$ cat src/rtl/slf_pkg.sv
// Package for the line framer: widths, codes and state types shared by all files.
package slf_pkg;

    // Fixed field widths
    localparam int unsigned BYTE_W = 8;
    localparam int unsigned KIND_W = 2;
    localparam int unsigned LEN_OUT_W = 6;
    localparam int unsigned CFG_IDX_W = 1;

    // Default line buffer depth
    localparam int unsigned LINE_MAX_DEF = 32;

    // Register indexes
    localparam logic [CFG_IDX_W-1:0] REG_SEPARATOR = 1'd0;
    localparam logic [CFG_IDX_W-1:0] REG_COMMENT = 1'd1;

    // Register reset values
    localparam logic [BYTE_W-1:0] SEPARATOR_RST = 8'd61;
    localparam logic [BYTE_W-1:0] COMMENT_RST = 8'd39;

    // Special bytes
    localparam logic [BYTE_W-1:0] BYTE_CR = 8'd13;
    localparam logic [BYTE_W-1:0] BYTE_LF = 8'd10;
    localparam logic [BYTE_W-1:0] BYTE_SP = 8'd32;
    localparam logic [BYTE_W-1:0] BYTE_TAB = 8'd9;

    // Output word kinds
    localparam logic [KIND_W-1:0] KIND_CHAR = 2'd0;
    localparam logic [KIND_W-1:0] KIND_LINE_END = 2'd1;
    localparam logic [KIND_W-1:0] KIND_EOS = 2'd2;

    // Line scanner mode
    typedef enum logic [1:0] {
        SCAN_START,
        SCAN_COLLECT,
        SCAN_COMMENT
    } scan_t;

    // Output sequencer state
    typedef enum logic [2:0] {
        SEQ_IDLE,
        SEQ_READ,
        SEQ_CHECK,
        SEQ_SUMMARY,
        SEQ_EOS
    } seq_t;

endpackage

$ cat src/rtl/slf_in_if.sv
// Input channel: source byte and end-of-source flag with valid/ready.
interface slf_in_if;
    import slf_pkg::*;

    logic              valid;
    logic              ready;
    logic [BYTE_W-1:0] data_byte;
    logic              end_of_source;

    modport source (output valid, output data_byte, output end_of_source, input ready);
    modport sink (input valid, input data_byte, input end_of_source, output ready);
endinterface

$ cat src/rtl/slf_out_if.sv
// Output channel: framed character, line end summary or end marker with valid/ready.
interface slf_out_if;
    import slf_pkg::*;

    logic                 valid;
    logic                 ready;
    logic [KIND_W-1:0]    kind;
    logic [BYTE_W-1:0]    ch;
    logic                 in_value;
    logic [LEN_OUT_W-1:0] key_length;
    logic [LEN_OUT_W-1:0] value_length;
    logic                 truncated;
    logic                 last;

    modport source (output valid, output kind, output ch, output in_value,
                    output key_length, output value_length, output truncated,
                    output last, input ready);
    modport sink (input valid, input kind, input ch, input in_value,
                  input key_length, input value_length, input truncated,
                  input last, output ready);
endinterface

$ cat src/rtl/source_line_framer_key_value_core.sv
// Top level of the line framer: scanner, line buffer and output sequencer.
//
//  channel  dir  handshake         payload
//  in_ch    in   valid/ready       data_byte, end_of_source
//  out_ch   out  valid/ready       kind, ch, in_value, key_length, value_length,
//                                  truncated, last
//  cfg      in   cfg_we            cfg_index, cfg_data
//
// A line end reads the trimmed line from the buffer one entry at a time through a single
// registered read port (SEQ_READ, then SEQ_CHECK), then emits the line end word and,
// at end of source, the end marker.
// in_ch.ready is low while the sequencer emits; output stalls hold the sequencer.
// rst_n clears all control state; buffer contents are not reset.
module source_line_framer_key_value_core #(
    parameter int unsigned LINE_MAX = slf_pkg::LINE_MAX_DEF
) (
    input  logic                           clk,
    input  logic                           rst_n,
    slf_in_if.sink                         in_ch,
    slf_out_if.source                      out_ch,
    input  logic                           cfg_we,
    input  logic [slf_pkg::CFG_IDX_W-1:0]  cfg_index,
    input  logic [slf_pkg::BYTE_W-1:0]     cfg_data
);
    import slf_pkg::*;

    localparam int unsigned LEN_W = $clog2(LINE_MAX + 1);
    localparam int unsigned ADDR_W = (LINE_MAX > 1) ? $clog2(LINE_MAX) : 1;
    localparam logic [LEN_W-1:0] LEN_MAX = LEN_W'(LINE_MAX);
    localparam logic [LEN_W-1:0] LEN_ONE = LEN_W'(1);

    // Registers
    logic [BYTE_W-1:0]  sep_reg, sep_next;
    logic [BYTE_W-1:0]  cmt_reg, cmt_next;
    scan_t              scan_reg, scan_next;
    logic               after_cr_reg, after_cr_next;
    logic [LEN_W-1:0]   line_len_reg, line_len_next;
    logic [LEN_W-1:0]   trim_len_reg, trim_len_next;
    logic               ovf_reg, ovf_next;
    seq_t               seq_reg, seq_next;
    logic [LEN_W-1:0]   idx_reg, idx_next;
    logic               split_reg, split_next;
    logic [LEN_W-1:0]   kl_reg, kl_next;
    logic [LEN_W-1:0]   vl_reg, vl_next;
    logic               eos_pend_reg, eos_pend_next;
    logic [BYTE_W-1:0]  rdata_reg;

    logic                 out_valid_reg, out_valid_next;
    logic [KIND_W-1:0]    kind_reg, kind_next;
    logic [BYTE_W-1:0]    ch_reg, ch_next;
    logic                 inv_reg, inv_next;
    logic [LEN_OUT_W-1:0] klo_reg, klo_next;
    logic [LEN_OUT_W-1:0] vlo_reg, vlo_next;
    logic                 tr_reg, tr_next;
    logic                 last_reg, last_next;

    // Line buffer
    logic [BYTE_W-1:0]  line_mem [LINE_MAX];

    // Control
    logic               in_fire;
    logic               out_free;
    logic               mem_we;
    logic [ADDR_W-1:0]  mem_waddr;
    logic [BYTE_W-1:0]  d;
    logic               d_blank;
    logic [LEN_W-1:0]   idx_inc;
    logic               idx_done;
    logic               is_sep;

    // Outputs and handshake terms
    always_comb
    begin
        in_ch.ready = (seq_reg == SEQ_IDLE);
        in_fire = in_ch.valid && in_ch.ready;
        out_free = !out_valid_reg || out_ch.ready;
        d = in_ch.data_byte;
        d_blank = (d == BYTE_SP) || (d == BYTE_TAB);
        idx_inc = idx_reg + LEN_ONE;
        idx_done = (idx_inc == trim_len_reg);
        is_sep = !split_reg && (rdata_reg == sep_reg);

        mem_we = 1'b0;
        mem_waddr = line_len_reg[ADDR_W-1:0];
        if (in_fire && !in_ch.end_of_source && !(after_cr_reg && d == BYTE_LF))
        begin
            case (scan_reg)
                SCAN_COLLECT:
                begin
                    mem_we = (d != BYTE_CR) && (line_len_reg < LEN_MAX);
                end
                SCAN_COMMENT:
                begin
                    mem_we = 1'b0;
                end
                default:
                begin
                    mem_we = !d_blank && (d != BYTE_CR) && (d != cmt_reg);
                    mem_waddr = '0;
                end
            endcase
        end

        out_ch.valid = out_valid_reg;
        out_ch.kind = kind_reg;
        out_ch.ch = ch_reg;
        out_ch.in_value = inv_reg;
        out_ch.key_length = klo_reg;
        out_ch.value_length = vlo_reg;
        out_ch.truncated = tr_reg;
        out_ch.last = last_reg;
    end

    // Next state: configuration, scanner, sequencer and output register
    always_comb
    begin
        sep_next = sep_reg;
        cmt_next = cmt_reg;
        scan_next = scan_reg;
        after_cr_next = after_cr_reg;
        line_len_next = line_len_reg;
        trim_len_next = trim_len_reg;
        ovf_next = ovf_reg;
        seq_next = seq_reg;
        idx_next = idx_reg;
        split_next = split_reg;
        kl_next = kl_reg;
        vl_next = vl_reg;
        eos_pend_next = eos_pend_reg;

        out_valid_next = out_valid_reg && !out_ch.ready;
        kind_next = kind_reg;
        ch_next = ch_reg;
        inv_next = inv_reg;
        klo_next = klo_reg;
        vlo_next = vlo_reg;
        tr_next = tr_reg;
        last_next = last_reg;

        // Configuration writes
        if (cfg_we)
        begin
            case (cfg_index)
                REG_SEPARATOR: sep_next = cfg_data;
                REG_COMMENT:   cmt_next = cfg_data;
                default:       sep_next = sep_reg;
            endcase
        end

        case (seq_reg)
            SEQ_IDLE:
            begin
                if (in_fire)
                begin
                    idx_next = '0;
                    split_next = 1'b0;
                    kl_next = '0;
                    vl_next = '0;
                    if (in_ch.end_of_source)
                    begin
                        eos_pend_next = 1'b1;
                        after_cr_next = 1'b0;
                        scan_next = SCAN_START;
                        if (scan_reg == SCAN_COLLECT)
                        begin
                            seq_next = (trim_len_reg != '0) ? SEQ_READ : SEQ_SUMMARY;
                        end
                        else
                        begin
                            seq_next = SEQ_EOS;
                        end
                    end
                    else if (after_cr_reg && d == BYTE_LF)
                    begin
                        // LF right after CR is swallowed
                        after_cr_next = 1'b0;
                    end
                    else
                    begin
                        after_cr_next = 1'b0;
                        case (scan_reg)
                            SCAN_COLLECT:
                            begin
                                if (d == BYTE_CR)
                                begin
                                    eos_pend_next = 1'b0;
                                    scan_next = SCAN_START;
                                    after_cr_next = 1'b1;
                                    seq_next = (trim_len_reg != '0) ? SEQ_READ : SEQ_SUMMARY;
                                end
                                else if (line_len_reg < LEN_MAX)
                                begin
                                    line_len_next = line_len_reg + LEN_ONE;
                                    // trailing blanks do not move the trimmed end
                                    if (!d_blank)
                                    begin
                                        trim_len_next = line_len_reg + LEN_ONE;
                                    end
                                end
                                else
                                begin
                                    ovf_next = 1'b1;
                                end
                            end
                            SCAN_COMMENT:
                            begin
                                if (d == BYTE_CR)
                                begin
                                    scan_next = SCAN_START;
                                    after_cr_next = 1'b1;
                                end
                            end
                            default:
                            begin
                                scan_next = SCAN_START;
                                if (d_blank)
                                begin
                                    scan_next = SCAN_START;
                                end
                                else if (d == BYTE_CR)
                                begin
                                    after_cr_next = 1'b1;
                                end
                                else if (d == cmt_reg)
                                begin
                                    scan_next = SCAN_COMMENT;
                                end
                                else
                                begin
                                    line_len_next = LEN_ONE;
                                    trim_len_next = LEN_ONE;
                                    ovf_next = 1'b0;
                                    scan_next = SCAN_COLLECT;
                                end
                            end
                        endcase
                    end
                end
            end

            // Buffer read in flight
            SEQ_READ:
            begin
                seq_next = SEQ_CHECK;
            end

            // Split or emit the byte just read
            SEQ_CHECK:
            begin
                if (is_sep || out_free)
                begin
                    idx_next = idx_inc;
                    seq_next = idx_done ? SEQ_SUMMARY : SEQ_READ;
                    if (is_sep)
                    begin
                        split_next = 1'b1;
                    end
                    else
                    begin
                        out_valid_next = 1'b1;
                        kind_next = KIND_CHAR;
                        ch_next = rdata_reg;
                        inv_next = split_reg;
                        klo_next = '0;
                        vlo_next = '0;
                        tr_next = 1'b0;
                        last_next = 1'b0;
                        if (split_reg)
                        begin
                            vl_next = vl_reg + LEN_ONE;
                        end
                        else
                        begin
                            kl_next = kl_reg + LEN_ONE;
                        end
                    end
                end
            end

            // Line end word, then clear the line
            SEQ_SUMMARY:
            begin
                if (out_free)
                begin
                    out_valid_next = 1'b1;
                    kind_next = KIND_LINE_END;
                    ch_next = '0;
                    inv_next = 1'b0;
                    klo_next = LEN_OUT_W'(kl_reg);
                    vlo_next = LEN_OUT_W'(vl_reg);
                    tr_next = ovf_reg;
                    last_next = !eos_pend_reg;
                    line_len_next = '0;
                    trim_len_next = '0;
                    ovf_next = 1'b0;
                    seq_next = eos_pend_reg ? SEQ_EOS : SEQ_IDLE;
                end
            end

            // End of source word
            SEQ_EOS:
            begin
                if (out_free)
                begin
                    out_valid_next = 1'b1;
                    kind_next = KIND_EOS;
                    ch_next = '0;
                    inv_next = 1'b0;
                    klo_next = '0;
                    vlo_next = '0;
                    tr_next = 1'b0;
                    last_next = 1'b1;
                    line_len_next = '0;
                    trim_len_next = '0;
                    ovf_next = 1'b0;
                    eos_pend_next = 1'b0;
                    seq_next = SEQ_IDLE;
                end
            end

            default:
            begin
                seq_next = SEQ_IDLE;
            end
        endcase
    end

    // Control registers
    always_ff @(posedge clk or negedge rst_n)
    begin
        if (!rst_n)
        begin
            sep_reg <= SEPARATOR_RST;
            cmt_reg <= COMMENT_RST;
            scan_reg <= SCAN_START;
            after_cr_reg <= 1'b0;
            line_len_reg <= '0;
            trim_len_reg <= '0;
            ovf_reg <= 1'b0;
            seq_reg <= SEQ_IDLE;
            idx_reg <= '0;
            split_reg <= 1'b0;
            kl_reg <= '0;
            vl_reg <= '0;
            eos_pend_reg <= 1'b0;
            out_valid_reg <= 1'b0;
        end
        else
        begin
            sep_reg <= sep_next;
            cmt_reg <= cmt_next;
            scan_reg <= scan_next;
            after_cr_reg <= after_cr_next;
            line_len_reg <= line_len_next;
            trim_len_reg <= trim_len_next;
            ovf_reg <= ovf_next;
            seq_reg <= seq_next;
            idx_reg <= idx_next;
            split_reg <= split_next;
            kl_reg <= kl_next;
            vl_reg <= vl_next;
            eos_pend_reg <= eos_pend_next;
            out_valid_reg <= out_valid_next;
        end
    end

    // Output payload
    always_ff @(posedge clk)
    begin
        kind_reg <= kind_next;
        ch_reg <= ch_next;
        inv_reg <= inv_next;
        klo_reg <= klo_next;
        vlo_reg <= vlo_next;
        tr_reg <= tr_next;
        last_reg <= last_next;
    end

    // Line buffer: one write port, one registered read port
    always_ff @(posedge clk)
    begin
        if (mem_we)
        begin
            line_mem[mem_waddr] <= d;
        end
        rdata_reg <= line_mem[idx_reg[ADDR_W-1:0]];
    end

endmodule

$ cat src/flat_wrapper.sv
// flat-port wrapper written by rule: the top's interface ports become plain ports
module source_line_framer_key_value_core_flat import slf_pkg::*;
#(
    parameter int unsigned LINE_MAX = slf_pkg::LINE_MAX_DEF
)
  (clk, rst_n, cfg_we, cfg_index, cfg_data, in_ch_valid, in_ch_data_byte, in_ch_end_of_source, in_ch_ready, out_ch_valid, out_ch_kind, out_ch_ch, out_ch_in_value, out_ch_key_length, out_ch_value_length, out_ch_truncated, out_ch_last, out_ch_ready);
  slf_in_if in_ch_i ();
  slf_out_if out_ch_i ();
  input  logic clk;
  input  logic rst_n;
  input  logic cfg_we;
  input  logic [slf_pkg::CFG_IDX_W-1:0] cfg_index;
  input  logic [slf_pkg::BYTE_W-1:0] cfg_data;
  input wire logic [$bits(in_ch_i.valid)-1:0] in_ch_valid;
  input wire logic [$bits(in_ch_i.data_byte)-1:0] in_ch_data_byte;
  input wire logic [$bits(in_ch_i.end_of_source)-1:0] in_ch_end_of_source;
  output wire logic [$bits(in_ch_i.ready)-1:0] in_ch_ready;
  output wire logic [$bits(out_ch_i.valid)-1:0] out_ch_valid;
  output wire logic [$bits(out_ch_i.kind)-1:0] out_ch_kind;
  output wire logic [$bits(out_ch_i.ch)-1:0] out_ch_ch;
  output wire logic [$bits(out_ch_i.in_value)-1:0] out_ch_in_value;
  output wire logic [$bits(out_ch_i.key_length)-1:0] out_ch_key_length;
  output wire logic [$bits(out_ch_i.value_length)-1:0] out_ch_value_length;
  output wire logic [$bits(out_ch_i.truncated)-1:0] out_ch_truncated;
  output wire logic [$bits(out_ch_i.last)-1:0] out_ch_last;
  input wire logic [$bits(out_ch_i.ready)-1:0] out_ch_ready;
  assign in_ch_i.valid = in_ch_valid;
  assign in_ch_i.data_byte = in_ch_data_byte;
  assign in_ch_i.end_of_source = in_ch_end_of_source;
  assign in_ch_ready = in_ch_i.ready;
  assign out_ch_valid = out_ch_i.valid;
  assign out_ch_kind = out_ch_i.kind;
  assign out_ch_ch = out_ch_i.ch;
  assign out_ch_in_value = out_ch_i.in_value;
  assign out_ch_key_length = out_ch_i.key_length;
  assign out_ch_value_length = out_ch_i.value_length;
  assign out_ch_truncated = out_ch_i.truncated;
  assign out_ch_last = out_ch_i.last;
  assign out_ch_i.ready = out_ch_ready;
  source_line_framer_key_value_core #(.LINE_MAX(LINE_MAX)) u_core (.clk(clk), .rst_n(rst_n), .in_ch(in_ch_i), .out_ch(out_ch_i), .cfg_we(cfg_we), .cfg_index(cfg_index), .cfg_data(cfg_data));
endmodule
$ cat config.mk
export PLATFORM = sky130hd
export DESIGN_NAME = source_line_framer_key_value_core_flat
export DESIGN_NICKNAME = d
export VERILOG_FILES = /design/src/rtl/slf_pkg.sv /design/src/rtl/slf_in_if.sv /design/src/rtl/slf_out_if.sv /design/src/rtl/source_line_framer_key_value_core.sv /design/src/flat_wrapper.sv
export SDC_FILE = /design/constraint.sdc
export NUM_CORES = 1
export LEC_CHECK = 0
export BUFFER_PORTS_ARGS = -buffer_cell sky130_fd_sc_hd__buf_2
export CORE_ASPECT_RATIO = 0.7
export CORE_UTILIZATION = 30
export DETAILED_ROUTE_END_ITERATION = 10
export GPL_TIMING_DRIVEN = 0
export PLACE_DENSITY = 0.56
export SLEW_MARGIN = 20
export SYNTH_ARGS = -nofsm -noshare
export SYNTH_HDL_FRONTEND = slang
export SYNTH_SLANG_ARGS = --single-unit
$ cat constraint.sdc
create_clock -name clk -period 4.1 [get_ports clk]
set_input_delay 0.82 -clock clk [delete_from_list [all_inputs] [get_ports clk]]
set_output_delay 0.82 -clock clk [all_outputs]
set_load 0.1 [all_outputs]
; Word level (Yosys, flattened, before mapping)
; Memories as Yosys holds them, arrays and structs flattened. A register that Yosys moved wholly into a read port is not among the register bits.
; Index checks and enable logic that the tools add are counted.
[totals]
regBits = 81
word_cells = 220
mem_bits_rw = 256
in_bits = 23
mem_count = 1
[op_classes]
n_mux = 111
add_sub_neg = 4
bitwise = 1
n_lt_le_gt_ge = 1
n_reduce_logical = 43
n_eq_ne = 38
[memory_table]
columns = name, depth, word_bits, rd, rd_ports_with_merged_regs, wr, line_no
row1 = u_core.line_mem, 32, 8, 1, 1, 1, source_line_framer_key_value_core.sv:58  ; logic [BYTE_W-1:0] line_mem [LINE_MAX];
[ops]
columns = op, n
row1 = $mux 6, 27
row2 = $pmux 6 s2, 7
row3 = $pmux 6 s3, 2
row4 = $mux 1, 35
row5 = $mux 3, 10
row6 = $reduce_and 10->1, 3
row7 = $mux 2, 13
row8 = $add 6x1->6 const B, 4
row9 = $eq 8x4->1 const B, 3
row10 = $mux 8, 3
row11 = $eq 8x8->1, 2
row12 = $ne 2x2->1 const B, 8
row13 = $pmux 8 s2, 1
row14 = $pmux 3 s5, 1
row15 = $reduce_and 5->1, 3
row16 = $ne 2x1->1 const B, 7
row17 = $pmux 1 s2, 7
row18 = $ne 3x2->1 const B, 4
row19 = $reduce_and 4->1, 3
row20 = $mux 5, 2
row21 = $logic_and 1x1->1, 9
row22 = $ne 3x3->1 const B, 3
row23 = $eq 8x6->1 const B, 1
row24 = $ne 8x4->1 const B, 1
row25 = 23 further kinds, 39

; Depth between registers and ports, before layout
[logic_depth]
depth_word = 10
depth_mapped = 10

; Worst setup path after synthesis
; No wires, ideal clock.
[synth_timing]
path_type = input to register
start = input in_ch_valid
end = memory u_core.line_mem[24][0] (enable)
required_ns = 3.730
t_arrival_ns = 2.704
n_path_buf = 1
stages = 6
setup_slack_ns = 1.026
path_cell_list = or4b_1 -> clkbuf_1 -> a311o_1 -> a211oi_4 -> nand3_1 -> nor2_1
[synth_between]
elab_chain_cells = 6
elab_cells_between_ends = 7
classes_between = mux (4) / reduce/logical (3)
[synth_rtl]
columns = item, line_no
row1 = from (decl), flat_wrapper.sv:14  ; input wire logic [$bits(in_ch_i.valid)-1:0] in_ch_valid;
row2 = $logic_and 1x1->1 (*), source_line_framer_key_value_core.sv:75  ; in_fire = in_ch.valid && in_ch.ready;
row3 = $logic_and 1x1->1 (*) (2 in a row), source_line_framer_key_value_core.sv:85  ; if (in_fire && !in_ch.end_of_source && !(after_cr_reg && d == BYTE_LF))
row4 = $mux 1, source_line_framer_key_value_core.sv:85
row5 = $mux 1, source_line_framer_key_value_core.sv:382  ; if (mem_we)
row6 = $mux 1 (implied by the code), source_line_framer_key_value_core.sv:384  ; line_mem[mem_waddr] <= d;
row7 = to (decl), source_line_framer_key_value_core.sv:58
; Every way passes the cells marked *; elsewhere a longest branch is shown, timed or not.

; Worst setup path after layout
[layout_timing]
start = input in_ch_data_byte[1]
end = memory u_core.line_mem[25][5] (enable)
[layout_between]
elab_chain_cells = 9
elab_cells_between_ends = 18
classes_between = eq/ne (5) / mux (5) / reduce/logical (8)
[layout_rtl]
columns = item, line_no
row1 = from (decl), flat_wrapper.sv:15  ; input wire logic [$bits(in_ch_i.data_byte)-1:0] in_ch_data_byte;
row2 = $eq 8x6->1 or $eq 8x4->1 (tied branches), source_line_framer_key_value_core.sv:78  ; d_blank = (d == BYTE_SP) || (d == BYTE_TAB);
row3 = $logic_or 1x1->1, source_line_framer_key_value_core.sv:78
row4 = $logic_not 1->1, source_line_framer_key_value_core.sv:98  ; mem_we = !d_blank && (d != BYTE_CR) && (d != cmt_reg);
row5 = $logic_and 1x1->1 (2 in a row), source_line_framer_key_value_core.sv:98
row6 = $pmux 1 s2, source_line_framer_key_value_core.sv:87  ; case (scan_reg)
row7 = $mux 1, source_line_framer_key_value_core.sv:85
row8 = $mux 1, source_line_framer_key_value_core.sv:382
row9 = $mux 1 (implied by the code), source_line_framer_key_value_core.sv:384
; Parallel ways exist; a longest one is shown, timed or not.

==> key figures <==
Timing
  • Relative slew slack: 0.338
  • Fin crit period: 3670 ps
  • Slew @ Worst Pin: between 900 and 1000 ps
  • Final Setup Violations: 0
  • Fmax: around 270 MHz
  • Unrepaired setup endpoints after global routing: false
  • Fin. Hold Viols: 0
  • Final period util: 0.895
  • Fin. max-slew vios: 0
  • Layout Skew: ~18 ps
  • Setup_tns: 0 ps

Cells and area
  • Post-route cell area: 16300 um2
  • Fillers: between 4000 and 5000
  • Layout net count: between 900 and 1000
  • Area of the multi-input gates: about 4000 um2
  • Number of diodes: 0
  • Area Overhead vs Synth: 15.0%
  • Post-layout util: 0.351
  • Layout Cells excl Fill: 1519
  • Layout cells sized above 1: 0.261
  • Biggest register: u_core.line_mem
  • Largest register FFs: 256
  • Reg area: approximately 10000 um2

GRT
  • Initial antenna violation count: 2
  • GRT busiest layer: met1
  • First-pass GRT wire length: ~50 mm
  • Grt ovf: 0
  • GR Util met2: 0.189
  • M1 GR Usage: 0.232
  • Largest net degree at the start of global routing: 57
  • Gr usage total: 0.142
  • Vias in the first global route: around 7400
  • M3 GR Usage: 0.0277

Clock tree
  • Post-CTS Setup Inserts: 0
  • Clk buf depth: 3
  • TritonCTS clock tree: done
  • Reg clk slew, reported paths: approximately 70 ps
  • H-Tree Depth: 2
  • CTS Buf Count: 36
  • Worst skew pair latency: roughly 530 ps
  • CTS Hold Bufs: 0
  • CTS resizes: 0
  • Num Clock Sinks: ~350
  • Root Buffer: clkbuf_16

Worst setup path
  • Crit path kind: in -> reg
  • Crit-path max FO: 36
  • CP endpoint kind: register
  • Worst EP arrival: around 3800 ps
  • Worst EP required: around 4200 ps
  • Critical Path Start Type: primary input

Placed design
  • Final RePlAce weighted congestion: a little under 0.8
  • Placed inst area: approximately 15000 um2
  • Placed Cells: between 1000 and 1500
  • Port Buf Inserts: 48
  • Hpwl dp: about 22 mm

Route
  • Via-to-Cell Ratio: 5.00
  • Vias: 7601
  • Final wirelength: between 30 and 40 mm
  • Drt wl/cell: roughly 22 um
  • Starting DRT DRC Count: 813
  • DR pass1 iterations: 5
  • DRC: 0
  • Remaining antenna violation count: 0

Power and ir drop
  • Peak VDD IR: around 0.36 mV
  • Clock Power Share: 0.300
  • Int Power: 6.99 mW
  • Leak: between 5 and 6 nW
  • Net Sw Frac: 0.342
  • Pwr Density: around 650 nW/um2
  • Psw: about 3.6 mW
  • Combinational share of power: 0.296
  • Flop pwr share: 0.404

Worst hold path
  • Worst Hold Class: in -> async

Logic synthesis
  • Asr flop ratio synth: 0.162
  • Top cells by count, synth: edfxtp_1 (281), mux4_2 (80), nor2_1 (61)
  • Ys Warns: 0
  • Post-synth EDFFs: approximately 280
  • Ys flop type: edfxtp_1
  • Synth area leaders: edfxtp_1 (59%), mux4_2 (13%), dfrtp_1 (8.3%)
  • Seq/Total Area, Yosys: 0.705
  • Gate count of the mapped netlist: 800
  • Syn avg cell area: 17.8 um2
  • Synth Register Bits: about 350
  • Post-synth top area cell: edfxtp_1
  • Most frequent cell after synthesis: edfxtp_1
  • Netlist cell types: 58
  • Post-synthesis cell area: between 10000 and 15000 um2
  • Yosys top cell area share: 0.594
  • Syn_nets: approximately 830

Outcome
  • Status: finished clean

Flow run
  • Max-capacitance violation count: 0

Floorplan
  • Core ar.: about 47000 um2
  • Die Wd: between 200 and 300 um
  • Initial Utilization: 0.305
  • Die area: slightly below 50000 um2
  • # IOs: 50
  • # rows: 66
  • Vert. Die Dim: ~180 um
## final cells by class
cell class,instances,area share
flip-flops and latches,345,0.613
plain buffers,38,0.00927
well taps,612,0.0469
clock buffers,49,0.0607
repair buffers,48,0.0149
clock inverters,10,0.00758
inverters,9,0.00207
multi-input cells,408,0.246
## per-layer routing
metal	up-vias	routed length, um
li1	3324	-
met1	4003	16800
met2	226	13900
met3	48	2320
met4	0	563
met5	-	0
## critical path, cell delays in order
cell	delay [ps]
buf_2	570
nor4bb_1	360
nand3_1	270
and3_1	290
a211oi_4	330
nand3_1	360
nor2_1	770
## metrics by stage
stage / hold slack, ps / setup WS (ps) / power, mW
floorplan: 431 / 1030 / 6.63
global placement: 455 / -55.5 / 7.48
detailed placement: 459 / -163 / 7.50
CTS: 402 / 356 / 10.7
global route: 432 / 182 / 11.0
finish: 369 / 431 / 10.6
## power by group through the flow
stage,Clock (mW),Sequential (mW),Combinational (mW)
after floorplan,0,5.06,1.56
after global placement,0,4.36,3.11
after detailed placement,0,4.37,3.14
after CTS,3.23,4.30,3.15
after global routing,3.35,4.32,3.34
final,3.18,4.29,3.14
## logic make-up (layout without fill, tap and decap cells)
kind of cell / count (synthesis) / after routing / synth area share
adder cells (fa/ha/maj): 6 / 6 / 0.00528
multiplexers: 118 / 118 / 0.156
AO/OA/AOI/OAI: 62 / 62 / 0.0303
buffers and inverters: 47 / 154 / 0.0129
XOR/XNOR: 33 / 33 / 0.0203
flip-flops: 345 / 345 / 0.705
AND/OR/NAND/NOR: 189 / 189 / 0.0700
## path summary, 6_finish.rpt
check	from	depth (start not counted)	slack, ps	endpoint
max reg2reg	u_core.seq_reg[1]	7	470	u_core.line_mem[25][5]
min	rst_n	1	370	u_core.vl_reg[5]
min reg2reg	u_core.after_cr_reg	2	470	u_core.after_cr_reg
max	in_ch_data_byte[1]	7	430	u_core.line_mem[25][5]
min in group clk	u_core.after_cr_reg	2	470	u_core.after_cr_reg
max in group asynchronous	rst_n	1	3190	u_core.line_len_reg[4]
## layout by cell type (no fill, tap or decap), types with 4 or more instances in the layout
| master | Yosys | layout |
|---|---|---|
| edfxtp_1 | 281 | 281 |
| mux4_2 | 80 | 80 |
| nor2_1 | 61 | 60 |
| buf_2 | 5 | 52 |
| dfrtp_1 | 47 | 47 |
| clkbuf_1 | 31 | 40 |
| clkbuf_16 | 0 | 37 |
| mux2_2 | 33 | 33 |
| nand2_1 | 28 | 28 |
| and2_1 | 27 | 27 |
| xnor2_1 | 26 | 26 |
| nand3_1 | 12 | 12 |
| o21ai_0 | 12 | 12 |
| a21oi_1 | 11 | 11 |
| inv_1 | 9 | 9 |
| dfstp_2 | 9 | 9 |
| nand4_1 | 8 | 8 |
| nand3b_1 | 8 | 8 |
| dfxtp_1 | 8 | 8 |
| nor3_1 | 7 | 7 |
| xor2_1 | 7 | 7 |
| nand2b_1 | 6 | 6 |
| ha_1 | 6 | 6 |
| mux2i_1 | 5 | 5 |
| o22ai_1 | 5 | 5 |
| a22o_1 | 5 | 5 |
| or2_2 | 4 | 4 |
| and3_1 | 4 | 4 |
| o21a_1 | 4 | 4 |
| a31oi_1 | 4 | 4 |
Note: power is estimated with default switching activity, not from simulation.
